File: src/rtl/mfn_pkg.sv
// Shared types and constants for the magnetometer filter / normalizer.
// No dependencies; every other rtl file refers to it by scoped names.
package mfn_pkg;

    localparam int SQRT_STEPS = 32;
    localparam int SQRT_ITERS = (SQRT_STEPS < 32) ? SQRT_STEPS : 32;
    localparam int DIV_BITS   = 15;
    localparam int QDEPTH     = 2;
    localparam int QPTR_W     = (QDEPTH > 1) ? $clog2(QDEPTH) : 1;
    localparam int QCNT_W     = $clog2(QDEPTH + 1);

    localparam logic [3:0] CFG_SENSITIVITY = 4'd0;
    localparam logic [3:0] CFG_ALPHA       = 4'd1;
    localparam logic [3:0] CFG_OFFSET_X    = 4'd2;
    localparam logic [3:0] CFG_OFFSET_Y    = 4'd3;
    localparam logic [3:0] CFG_OFFSET_Z    = 4'd4;
    localparam logic [3:0] CFG_GAIN_X      = 4'd5;
    localparam logic [3:0] CFG_GAIN_Y      = 4'd6;
    localparam logic [3:0] CFG_GAIN_Z      = 4'd7;

    localparam logic [15:0] SENSITIVITY_RST = 16'd19661;
    localparam logic [15:0] ALPHA_RST       = 16'd6554;
    localparam logic [15:0] GAIN_RST        = 16'd16384;
    localparam logic [14:0] UNIT_ONE        = 15'd16384;

    typedef struct packed {
        logic             ok;
        logic [2:0][31:0] sc;   // scaled sample per axis, signed Q15.16
    } t_item;

    typedef struct packed {
        logic [15:0]      sensitivity;
        logic [15:0]      iir_weight;
        logic [2:0][23:0] offset;
        logic [2:0][15:0] gain;
    } t_cfg;

    typedef enum logic [3:0] {
        S_IDLE, S_FMUL, S_FADD, S_CMUL, S_CADD, S_SMUL, S_SADD,
        S_ROOT, S_DSET, S_DIV, S_DONE
    } t_state;

endpackage

File: src/rtl/mfn_front.sv
// Front end: takes input requests, registers them and scales each axis
// by the sensitivity. Depends on mfn_pkg (t_item).
module mfn_front (
    input  logic                i_clk,
    input  logic                i_rst_n,
    input  logic                i_valid,
    output logic                o_ready,
    input  logic signed [15:0]  i_sample_x,
    input  logic signed [15:0]  i_sample_y,
    input  logic signed [15:0]  i_sample_z,
    input  logic                i_read_ok,
    input  logic [15:0]         i_sensitivity,
    output logic                o_push,
    input  logic                i_push_ready,
    output mfn_pkg::t_item      o_item
);
    logic                      r_valid;
    logic                      r_ok;
    logic [2:0][15:0]          r_smp;
    logic signed [32:0]        w_prod [3];

    assign o_ready = !r_valid || i_push_ready;
    assign o_push  = r_valid;

    always_ff @(posedge i_clk) begin
        if (!i_rst_n) begin
            r_valid <= 1'b0;
        end else if (o_ready) begin
            r_valid <= i_valid;
        end
    end

    always_ff @(posedge i_clk) begin
        if (i_valid && o_ready) begin
            r_ok     <= i_read_ok;
            r_smp[0] <= i_sample_x;
            r_smp[1] <= i_sample_y;
            r_smp[2] <= i_sample_z;
        end
    end

    always_comb begin
        o_item.ok = r_ok;
        for (int a = 0; a < 3; a++) begin
            w_prod[a]    = $signed(r_smp[a]) * $signed({1'b0, i_sensitivity});
            o_item.sc[a] = w_prod[a][31:0];
        end
    end

endmodule

File: config.mk
export PLATFORM = sky130hd
export DESIGN_NAME = mfn_front
export DESIGN_NICKNAME = d
export VERILOG_FILES = /design/src/rtl/mfn_pkg.sv /design/src/rtl/mfn_front.sv
export SDC_FILE = /design/constraint.sdc
export NUM_CORES = 2
export LEC_CHECK = 0
export ABC_CLOCK_PERIOD_IN_PS = 14000
export BUFFER_PORTS_ARGS = -buffer_cell sky130_fd_sc_hd__clkbuf_2
export CAP_MARGIN = 25
export CORE_MARGIN = 1.5
export CORE_UTILIZATION = 60
export DETAILED_ROUTE_END_ITERATION = 10
export GPL_TIMING_DRIVEN = 0
export PLACE_DENSITY = 0.79
export SLEW_MARGIN = 15
export SYNTH_ARGS = -nofsm -noshare
export SYNTH_HDL_FRONTEND = slang
export SYNTH_SLANG_ARGS = --single-unit
export TNS_END_PERCENT = 50
File: constraint.sdc
create_clock -name i_clk -period 14 [get_ports i_clk]
set_input_delay 2.8 -clock i_clk [delete_from_list [all_inputs] [get_ports i_clk]]
set_output_delay 2.8 -clock i_clk [all_outputs]
set_load 0.05 [all_outputs]
# --- Word level (Yosys, flattened, before mapping) ---
# Index checks and enable logic that the tools add are counted.
op_classes:
  mul: 3
  n_reduce_logical: 3
ops:
  columns: ["cell", "n"]
  rows:
  - ["16-bit by 17-bit multiplier with 32-bit output", 3]
  - ["1-bit logical AND", 1]
  - ["1-bit logical NOT", 1]
  - ["1-bit logical OR", 1]
totals:
  reg_bits: 50
  inputBits: 69
  output_inout_bits: 99
  word_cells: 11

# --- Logic depth before layout (Yosys ltp) ---
logic_depth:
  ltp_word: 3
  mapped_depth: 24
  depth_no_buf: 22

# --- Worst setup path after synthesis ---
# No wires, ideal clock.
synth_timing:
  path_kind: "input to output"
  start: "input i_sensitivity[11]"
  end: "output o_item[93] (netlist name)"
  arrival_time_ps: 8876
  required_time_ps: 11200
  setup_slack_ps: 2324
  path_stages: 21
  n_path_buf: 2
  path_cell_list: "clkbuf_1 clkbuf_1 nand2_1 fa_1 fa_1 inv_1 fa_1 fa_1 fa_1 inv_1 fa_1 inv_1 ha_1 a21o_1 a211oi_2 or3b_1 nor3_1 nor2_1 a21oi_1 o21ai_1 xor2_1"
synth_lines:
  columns: ["element", "line_no", "text"]
  rows:
  - ["from (decl)", "mfn_front.sv:12", "input logic [15:0] i_sensitivity,"]
  - ["to (decl)", "mfn_front.sv:15", "output mfn_pkg::t_item o_item"]

==> impl_metrics.py <==
metrics = {
    "die": {
        "num_io_pins": 168,
        "core_mm2": 0.0456,
        "row_count": 78,
        "start_util": 0.611,
        "die_y_um": 218,
        "die-area_mm2": 0.0477,
        "die_x_um": 218,
    },
    "clocking": {
        "postCtsHoldBufs": 0,
        "clk_path_buf_depth": 2,
        "cts-resized-gates": 0,
        "htree_levels": 2,
        "clkSinkCount": 50,
        "clk_pin_slew_ns": 0.07,
        "numCtsBuffers": 5,
        "post-cts-setup-buffers": 0,
        "cts-root-buf": "clkbuf_16",
        "cts_tree": "built",
        "insertion_delay_ns": 0.35,
    },
    "synth": {
        "syn_area_mm2": 0.0278,
        "yosysMostFrequentCell": "inv_1",
        "ys.flop_type": "edfxtp_1",
        "synth_top_family_by_area": "adder cells",
        "synth_common_cells": "inv_1, fa_1, nand2_1",
        "synth_edf_count": 49,
        "yosysTopAreaCellShare": 0.418,
        "yosys_warnings": 0,
        "synth_top_area_cell": "fa_1",
        "synthAdderAreaFrac": 0.576,
        "ys_ff_latch": 50,
        "synthMuxAreaShare": 0.000360,
        "synthDistinctLibCells": 67,
        "synthCells": 3127,
        "yosys-top-cells-area": "fa_1, ha_1, inv_1, and2_1, nand2_1",
        "synth_compound_area_frac": 0.0552,
        "synth-seq-area-share": 0.0536,
        "synth-simple-area-share": 0.165,
        "synth.avg_cell_area_um2": 8.90,
        "synthArstFlopShare": 0,
        "synth-xor-area-share": 0.0289,
        "synth_nets": 4129,
    },
    "sta": {
        "slew_headroom": 0.218,
        "rsz0062_at_grt": "no",
        "finalCriticalPeriod_ns": 13.12,
        "fmax_mhz": 76.2,
        "post-route-period-util": 0.937,
        "final_max_slew_viol_count": 0,
        "finClkSkew_ns": 0.0187,
        "final_hold_viol_count": 0,
        "worst_pin_slew_ns": 1.17,
        "tns_ns": 0,
        "setup_viol": 0,
    },
    "drt": {
        "firstDrtPassIters": 8,
        "vias": 22000,
        "wl_met1_um": 30600,
        "dr_wl_met3_um": 8750,
        "drc": 0,
        "routed_wl_um": 80700,
        "wl_per_cell_um": 20.8,
        "ant_nets": 0,
        "via_per_inst": 5.66,
        "wl_met2_um": 37200,
        "drt_iter0_markers": 1701,
        "maxUsedRoutingLayer": "met4",
    },
    "global_route": {
        "overflow": 0,
        "antenna_found_initial": 5,
        "grt_max_degree": 37,
        "grt_pass1_wl_um": 128000,
        "grt_pass1_vias": 23600,
        "track_usage": 0.356,
    },
    "place": {
        "routabilityCongestion": 1.04,
        "dp.final_hpwl_um": 66200,
        "portBuffers": 151,
    },
    "cells_and_area": {
        "final_nets": 4290,
        "area_growth_pct": 6.12,
        "final_layout_size_suffix_gt1_frac": 0.0550,
    },
    "worst_setup_path": {
        "required_ns": 11.20,
        "critPathKind": "primary input to output port",
        "r2r_slack_ns": 12.62,
        "endpoint_kind": "output port",
        "startpoint_type": "primary input",
        "arrival_ns": 10.32,
        "cp_max_fo": 10,
    },
    "job": {
        "maxCapViolations": 0,
    },
    "hold_path": {
        "min_path_type": "register to register",
    },
    "status": {
        "status": "finished clean",
    },
}
[stage by stage]
step	instance area [um2]	setup WS (ns)	hold slack, ns	std cells	util
6_report	29500	0.876	0.575	3890	0.648
5_1_grt	29500	0.626	0.614	3889	0.648
4_1_cts	29500	1.01	0.587	3887	0.648
3_5_place_dp	29400	1.00	0.572	3880	0.645
3_3_place_gp	29300	1.04	0.509	3878	0.644
2_1_floorplan	27800	2.32	1.15	3127	-
[critical path, stage by stage]
cell,delay (ns)
clkbuf_1,0.67
clkbuf_1,0.86
nand2_1,0.16
fa_1,0.54
fa_1,0.49
fa_1,0.56
inv_1,0.06
fa_1,0.45
fa_1,0.51
inv_1,0.05
fa_1,0.47
inv_1,0.04
ha_1,0.36
a21o_1,0.22
a211oi_2,0.25
or3b_1,0.42
nor3_1,0.37
o31a_1,0.27
o31ai_1,0.14
a21oi_2,0.17
xnor2_1,0.13
clkbuf_2,0.31
[placed cells by master, fill, tap and decap left out, types with 5 or more instances in the layout]
cell type | netlist | layout
o21a_1 | 11 | 11
a211oi_1 | 10 | 10
clkbuf_16 | 0 | 5
inv_1 | 749 | 749
xnor2_1 | 62 | 62
nand3_1 | 17 | 17
ha_1 | 351 | 351
edfxtp_1 | 49 | 49
xor2_1 | 30 | 30
clkbuf_2 | 0 | 151
nor2b_1 | 7 | 7
fa_1 | 582 | 582
and3_1 | 7 | 7
and2_1 | 360 | 359
o21ai_1 | 17 | 17
nand2_1 | 403 | 403
o211ai_1 | 9 | 9
a21oi_1 | 71 | 71
o21bai_1 | 18 | 18
nor3_1 | 12 | 12
o21ai_0 | 25 | 25
a21o_1 | 29 | 29
clkbuf_1 | 135 | 135
nand4_1 | 12 | 12
nand2b_1 | 22 | 22
nor2_1 | 68 | 68
o31ai_1 | 5 | 5
[layout make-up]
cell class | count | area [um2]
repair buffers | 154 | 806
fillers | 3728 | 16000
clock buffers | 5 | 125
diodes | 2 | 5.00
clock inverters | 2 | 13.8
multi-input cells | 2187 | 23000
plain buffers | 139 | 531
inverters | 751 | 2820
well taps | 600 | 751
flip-flops and latches | 50 | 1490
[flip-flops by register name (all words and copies together), names as in the netlist]
name    count
r_smp      48
o_push      1
r_ok        1
[cells by family (layout without fill, tap and decap cells)]
family                     after synthesis  in the layout
AOI/OAI and AO/OA                      234            234
muxes                                    1              1
xor gates and xnor gates                92             92
other                                    0              2
buffers and inverters                  890           1051
and+or+nand+nor                        927            927
DFF                                     50             50
adders and majority gates              933            933
[routing by layer]
| layer | up-vias | track usage |
|---|---|---|
| met3 | 259 | 0.0874 |
| met1 | 11000 | 0.457 |
| met2 | 1151 | 0.572 |
| li1 | 9641 | - |
| met5 | - | 0 |
| met4 | 0 | 0.158 |
[final timing paths]
path                            depth (start not counted)         end         startpoint
worst min-delay path                                    2      o_push             o_push
worst min register to register                          2      o_push             o_push
worst max register to register                          3    r_smp[4]             o_push
worst max-delay path                                   22  o_item[95]  i_sensitivity[13]
Power is left out: the tool's default activity adds up to more than one toggle a clock period on the data nets, which glitch-free logic cannot reach.
