**config.mk**
```make
export PLATFORM = sky130hd
export DESIGN_NAME = mfn_queue
export DESIGN_NICKNAME = d
export VERILOG_FILES = /design/src/rtl/mfn_pkg.sv /design/src/rtl/mfn_queue.sv
export SDC_FILE = /design/constraint.sdc
export NUM_CORES = 1
export LEC_CHECK = 0
export BUFFER_PORTS_ARGS = -buffer_cell sky130_fd_sc_hd__buf_2
export CORE_ASPECT_RATIO = 0.6
export CORE_MARGIN = 2
export CORE_UTILIZATION = 52
export CTS_BUF_LIST = sky130_fd_sc_hd__clkbuf_4 sky130_fd_sc_hd__clkbuf_8 sky130_fd_sc_hd__clkbuf_16
export CTS_CLUSTER_DIAMETER = 100
export DETAILED_ROUTE_END_ITERATION = 16
export PLACE_DENSITY_LB_ADDON = 0.1
export SYNTH_ARGS = -nofsm -noshare
export SYNTH_HDL_FRONTEND = slang
export SYNTH_SLANG_ARGS = --single-unit
```
**constraint.sdc**
```tcl
create_clock -name i_clk -period 3.8 [get_ports i_clk]
set_input_delay 0.57 -clock i_clk [delete_from_list [all_inputs] [get_ports i_clk]]
set_output_delay 0.57 -clock i_clk [all_outputs]
set_load 0.1 [all_outputs]
```
**src/rtl/mfn_pkg.sv**
```systemverilog
// Shared types and constants for the magnetometer filter / normalizer.
// No dependencies; every other rtl file refers to it by scoped names.
package mfn_pkg;

    localparam int SQRT_STEPS = 32;
    localparam int SQRT_ITERS = (SQRT_STEPS < 32) ? SQRT_STEPS : 32;
    localparam int DIV_BITS   = 15;
    localparam int QDEPTH     = 2;
    localparam int QPTR_W     = (QDEPTH > 1) ? $clog2(QDEPTH) : 1;
    localparam int QCNT_W     = $clog2(QDEPTH + 1);

    localparam logic [3:0] CFG_SENSITIVITY = 4'd0;
    localparam logic [3:0] CFG_ALPHA       = 4'd1;
    localparam logic [3:0] CFG_OFFSET_X    = 4'd2;
    localparam logic [3:0] CFG_OFFSET_Y    = 4'd3;
    localparam logic [3:0] CFG_OFFSET_Z    = 4'd4;
    localparam logic [3:0] CFG_GAIN_X      = 4'd5;
    localparam logic [3:0] CFG_GAIN_Y      = 4'd6;
    localparam logic [3:0] CFG_GAIN_Z      = 4'd7;

    localparam logic [15:0] SENSITIVITY_RST = 16'd19661;
    localparam logic [15:0] ALPHA_RST       = 16'd6554;
    localparam logic [15:0] GAIN_RST        = 16'd16384;
    localparam logic [14:0] UNIT_ONE        = 15'd16384;

    typedef struct packed {
        logic             ok;
        logic [2:0][31:0] sc;   // scaled sample per axis, signed Q15.16
    } t_item;

    typedef struct packed {
        logic [15:0]      sensitivity;
        logic [15:0]      iir_weight;
        logic [2:0][23:0] offset;
        logic [2:0][15:0] gain;
    } t_cfg;

    typedef enum logic [3:0] {
        S_IDLE, S_FMUL, S_FADD, S_CMUL, S_CADD, S_SMUL, S_SADD,
        S_ROOT, S_DSET, S_DIV, S_DONE
    } t_state;

endpackage

```
**src/rtl/mfn_queue.sv**
```systemverilog
// Short request queue between front end and sequencer.
// Depends on mfn_pkg (t_item, QDEPTH).
module mfn_queue (
    input  logic           i_clk,
    input  logic           i_rst_n,
    input  logic           i_valid,
    output logic           o_ready,
    input  mfn_pkg::t_item i_item,
    output logic           o_valid,
    input  logic           i_ready,
    output mfn_pkg::t_item o_item
);
    mfn_pkg::t_item                 r_mem [mfn_pkg::QDEPTH];
    logic [mfn_pkg::QPTR_W-1:0]     r_wp;
    logic [mfn_pkg::QPTR_W-1:0]     r_rp;
    logic [mfn_pkg::QCNT_W-1:0]     r_count;
    logic                           w_push;
    logic                           w_pop;

    function automatic logic [mfn_pkg::QCNT_W-1:0] QCNT_ONE(input logic b);
        QCNT_ONE = {{(mfn_pkg::QCNT_W-1){1'b0}}, b};
    endfunction

    assign o_ready = r_count != mfn_pkg::QCNT_W'(mfn_pkg::QDEPTH);
    assign o_valid = r_count != '0;
    assign o_item  = r_mem[r_rp];
    assign w_push  = i_valid && o_ready;
    assign w_pop   = o_valid && i_ready;

    always_ff @(posedge i_clk) begin
        if (w_push) begin
            r_mem[r_wp] <= i_item;
        end
    end

    always_ff @(posedge i_clk) begin
        if (!i_rst_n) begin
            r_wp    <= '0;
            r_rp    <= '0;
            r_count <= '0;
        end else begin
            if (w_push) begin
                r_wp <= (r_wp == mfn_pkg::QPTR_W'(mfn_pkg::QDEPTH - 1)) ? '0 : r_wp + 1'b1;
            end
            if (w_pop) begin
                r_rp <= (r_rp == mfn_pkg::QPTR_W'(mfn_pkg::QDEPTH - 1)) ? '0 : r_rp + 1'b1;
            end
            r_count <= r_count + QCNT_ONE(w_push) - QCNT_ONE(w_pop);
        end
    end

    a_count_bound: assert property (@(posedge i_clk) disable iff (!i_rst_n)
        r_count <= mfn_pkg::QCNT_W'(mfn_pkg::QDEPTH))
        else $error("queue count beyond depth");

    a_count_step: assert property (@(posedge i_clk) disable iff (!i_rst_n)
        (w_push && !w_pop) |=> r_count == $past(r_count) + 1'b1)
        else $error("queue count missed a push");

endmodule

```
# After elaboration in Yosys (flattened, before gate mapping)
# Memory sizes are Yosys's and may differ from the RTL's. A register that Yosys moved wholly into a read port is not among the register bits.
# Cells that the tools add are included.
dict set report word_totals {
  regBits 4
  ram_bits 194
  out_inout_bits 99
  word_cells 18
  mem_count 1
}
dict set report op_classes {
  n_addsub 4
  n_eq_ne 1
  n_mux 6
  n_reduce_logical 3
}
# name depth word_bits read_ports rd_clocked_by_memory_dff write_ports line_no
set memory_table {}
lappend memory_table {r_mem 2 97 1 1 1 mfn_queue.sv:13} ;# mfn_pkg::t_item r_mem [mfn_pkg::QDEPTH];
# op count
set ops {}
lappend ops {{$mux 1} 6}
lappend ops {{$add 1x1->1 const B} 2}
lappend ops {{$add 2x1->2} 1}
lappend ops {{$logic_and 1x1->1} 2}
lappend ops {{$ne 2x2->1 const B} 1}
lappend ops {{$reduce_bool 2->1} 1}
lappend ops {{$sub 2x1->2} 1}

# Depth between registers and ports, before layout
dict set report depth {
  ltp_word 4
  depth_mapped 6
  depth_no_buf 6
}

# Worst setup path after synthesis
# OpenSTA, ideal clock, no wires.
dict set report synth_path {
  kind {reg2reg}
  startpoint {reg r_count[0] in the netlist's numbering}
  endpoint {mem r_mem[1][0] in the netlist's numbering (enable)}
  setup_ns 0.467
  arrival_time_ns 3.682
  t_required_ns 3.333
  setup_slack_ns -0.349
  path_stages_with_launch 3
  period_less_slack_ns 4.149
  cell_sequence {dfxtp_1 > nand2b_1 > and3_1}
}
dict set report synth_via {
  elab_chain_len 4
}
# item line_no
set synth_lines {}
lappend synth_lines {{start, declared} mfn_queue.sv:16} ;# logic [mfn_pkg::QCNT_W-1:0] r_count;
lappend synth_lines {{start signal, assigned} mfn_queue.sv:48} ;# r_count <= r_count + QCNT_ONE(w_push) - QCNT_ONE(w_pop);
lappend synth_lines {{$ne 2x2->1} mfn_queue.sv:24} ;# assign o_ready = r_count != mfn_pkg::QCNT_W'(mfn_pkg::QDEPTH);
lappend synth_lines {{named net o_ready} mfn_queue.sv:7} ;# output logic o_ready,
lappend synth_lines {{$logic_and 1x1->1} mfn_queue.sv:27} ;# assign w_push = i_valid && o_ready;
lappend synth_lines {{$mux 1} mfn_queue.sv:31} ;# if (w_push) begin
lappend synth_lines {{$mux 1 (not written as such)} mfn_queue.sv:32} ;# r_mem[r_wp] <= i_item;
lappend synth_lines {{end, declared} mfn_queue.sv:13}
# The timed path passes the listed nets, and every way through them passes these cells.

==> out/qor.yml <==
worst_setup_path:
  arrival_ns: 2.18
  cp-end-kind: "output pin"
  crit_path_start_kind: "flip-flop"
  critPathMaxFanout: 81
  required_ns: 3.23
  crit_type: "reg2out"
timing:
  rsz0062_at_grt: "no"
  setup_violations: 0
  finalClockSkew_ns: 0.0134
  tightest_slew_ns: 0.559
  relSlewSlack_pct: 62.7
  hold_violations: 0
  maxSlewViolCount: 0
  setup_slack_ns: 1.05
  fmax_mhz: 364
  fin_crit_sh_pct: 72.3
  fin_crit_ns: 2.75
  finalHoldWorstSlack_ns: 0.333
  fin_setup_tns_ns: 0
floorplan:
  initial_core_util_pct: 53.7
  io_pins: 200
  core_area_um2: 13700
  fp.dieW_um: 158
  die_h_um: 96.3
  std_cell_rows: 33
  die_area_um2: 15200
final_layout:
  layout-drive-gt1-share_pct: 60.5
  fin_util_pct: 67.1
  num-fill-cells: 947
  final_cell_count_no_fill: 747
  layout_common_cells: "199 x buf_2, 194 x edfxtp_1, 67 x mux2_2, 30 x mux2_4, 17 x clkbuf_16"
  areaGrowthSynthToFinish_pct: 24.9
  layout_commonest_cell: "buf_2"
  nNetsFinal: 643
clocking:
  clk_pin_slew_ns: 0.07
  post-cts-setup-buffers: 0
  cts_inserted_buffers: 17
  cts_tree: "done"
  cts_max_level: 4
  root_buffer: "clkbuf_16"
  insertion_delay_ns: 0.42
  cts.repair.resized: 0
  cts.sinks: 199
  cts_buffer_depth: 2
  cts_hold_buffers: 0
synth:
  ys_types: 24
  ys_warn_count: 0
  netlist_area_um2: 7380
  avgSynthCellArea_um2: 22.3
  async_reset_ff_share_pct: 0
  synth_edf_count: 194
  syn_inst: 331
  synth-seq-cells: 199
  ys.flop_type: "edfxtp_1"
  yosysSeqAreaShare_pct: 80.3
  synth_nets: 433
  yosys.area.top_type: "edfxtp_1"
  synth_top_area_share_pct: 78.9
  ys_top_cells_by_area: "edfxtp_1 79%, mux2_2 10%, mux2_4 6.1%"
min_path:
  hp-class: "in2reg"
global_route:
  grt_pass1_vias: 3616
  grt_pass1_wl_um: 19200
  grt_max_degree: 82
  antenna_found_initial: 2
  grt_usage_pct: 17.5
  grt-ovfl-total: 0
drt:
  viasPerCell: 4.99
  wl_per_cell_um: 17.8
  wl_met2_um: 6120
  wl_um: 13300
  wl_met1_um: 5800
  drtAntennaViolNets: 0
  met3_length_um: 1260
  dr.pass1.iters: 4
  detail_route.iter0.violations: 213
  vias: 3731
  top_layer_used: "met5"
  drc: 0
job:
  maxCapViolations: 0
status:
  status: "completed"
place:
  place_congestion: 0.768
  pre_cts_ws_ns: 1.50
  place_inst: 714
  hpwl_um: 8690
  numPortBuffers: 199
pwr:
  p_per_area_nw_per_um2: 825
  p_leak_uw: 0.00349
  peakVddDrop_uv: 519
flip-flops by register name (all words and copies together) (netlist names), named ones only:
name     count
r_mem      194
r_count      2
r_rp         1
r_wp         1
through the flow:
step | instance area [um2] | total power [uW]
floorplan | 7380 | 5450
global placement | 8600 | 5800
detailed placement | 8600 | 5830
CTS | 9220 | 7680
global route | 9220 | 7850
finish | 9220 | 7610
per-layer routing:
layer | global-route usage, % | vias up
met3 | 6.80 | 11
met5 | 0 | -
li1 | - | 1736
met4 | 6.59 | 2
met2 | 26.1 | 156
met1 | 23.6 | 1826
final cells by class:
cell class,instances,area (um2),share of cell area (%)
multi-input cells,120,1370,14.8
repair buffers,202,1060,11.5
clock buffers,17,425,4.61
inverters,1,6.26,0.0679
diodes,1,2.50,0.0271
flip-flops and latches,199,5930,64.3
well taps,192,240,2.61
clock inverters,15,191,2.08
Yosys cell counts (2+ instances only):
library cell  count
edfxtp_1        194
buf_6             5
mux2_4           30
nor2_1            2
and2_1            3
mux2_2           67
o21ai_0           2
dfxtp_1           5
a21bo_2           2
nand2b_1          2
buf_2             6
power breakdown:
group	total, uW	internal [uW]	switching (uW)
Sequential	2750	2670	79.9
Combinational	3020	587	2430
Clock	1840	1050	788
Total	7610	4310	3300
final timing paths:
kind	slack (ns)	cells past startpoint	start	endpoint
min reg2reg	0.60	2	r_rp	r_rp
min	0.33	1	i_item[52]	r_mem[1][52]
max reg2reg	1.76	4	r_count[0]	r_mem[0][84]
max	1.05	3	flip-flop	o_item[2]
critical path, stage by stage (launching register included):
cell and delay, ns:
dfxtp_4 0.50, buf_12 0.43, mux2_2 0.41, buf_2 0.30
kinds of logic (layout without fill, tap and decap cells):
group | count (synthesis) | after routing | share of synthesized area [%]
mux | 98 | 98 | 16.5
compound gates | 7 | 7 | 0.729
buf+inv | 12 | 235 | 1.22
xor+xnor | 1 | 1 | 0.119
flops | 199 | 199 | 80.3
other cells | 0 | 1 | 0
simple gates | 13 | 13 | 1.00
fa+ha+maj | 1 | 1 | 0.170
Note: power is estimated with default switching activity, not from simulation.
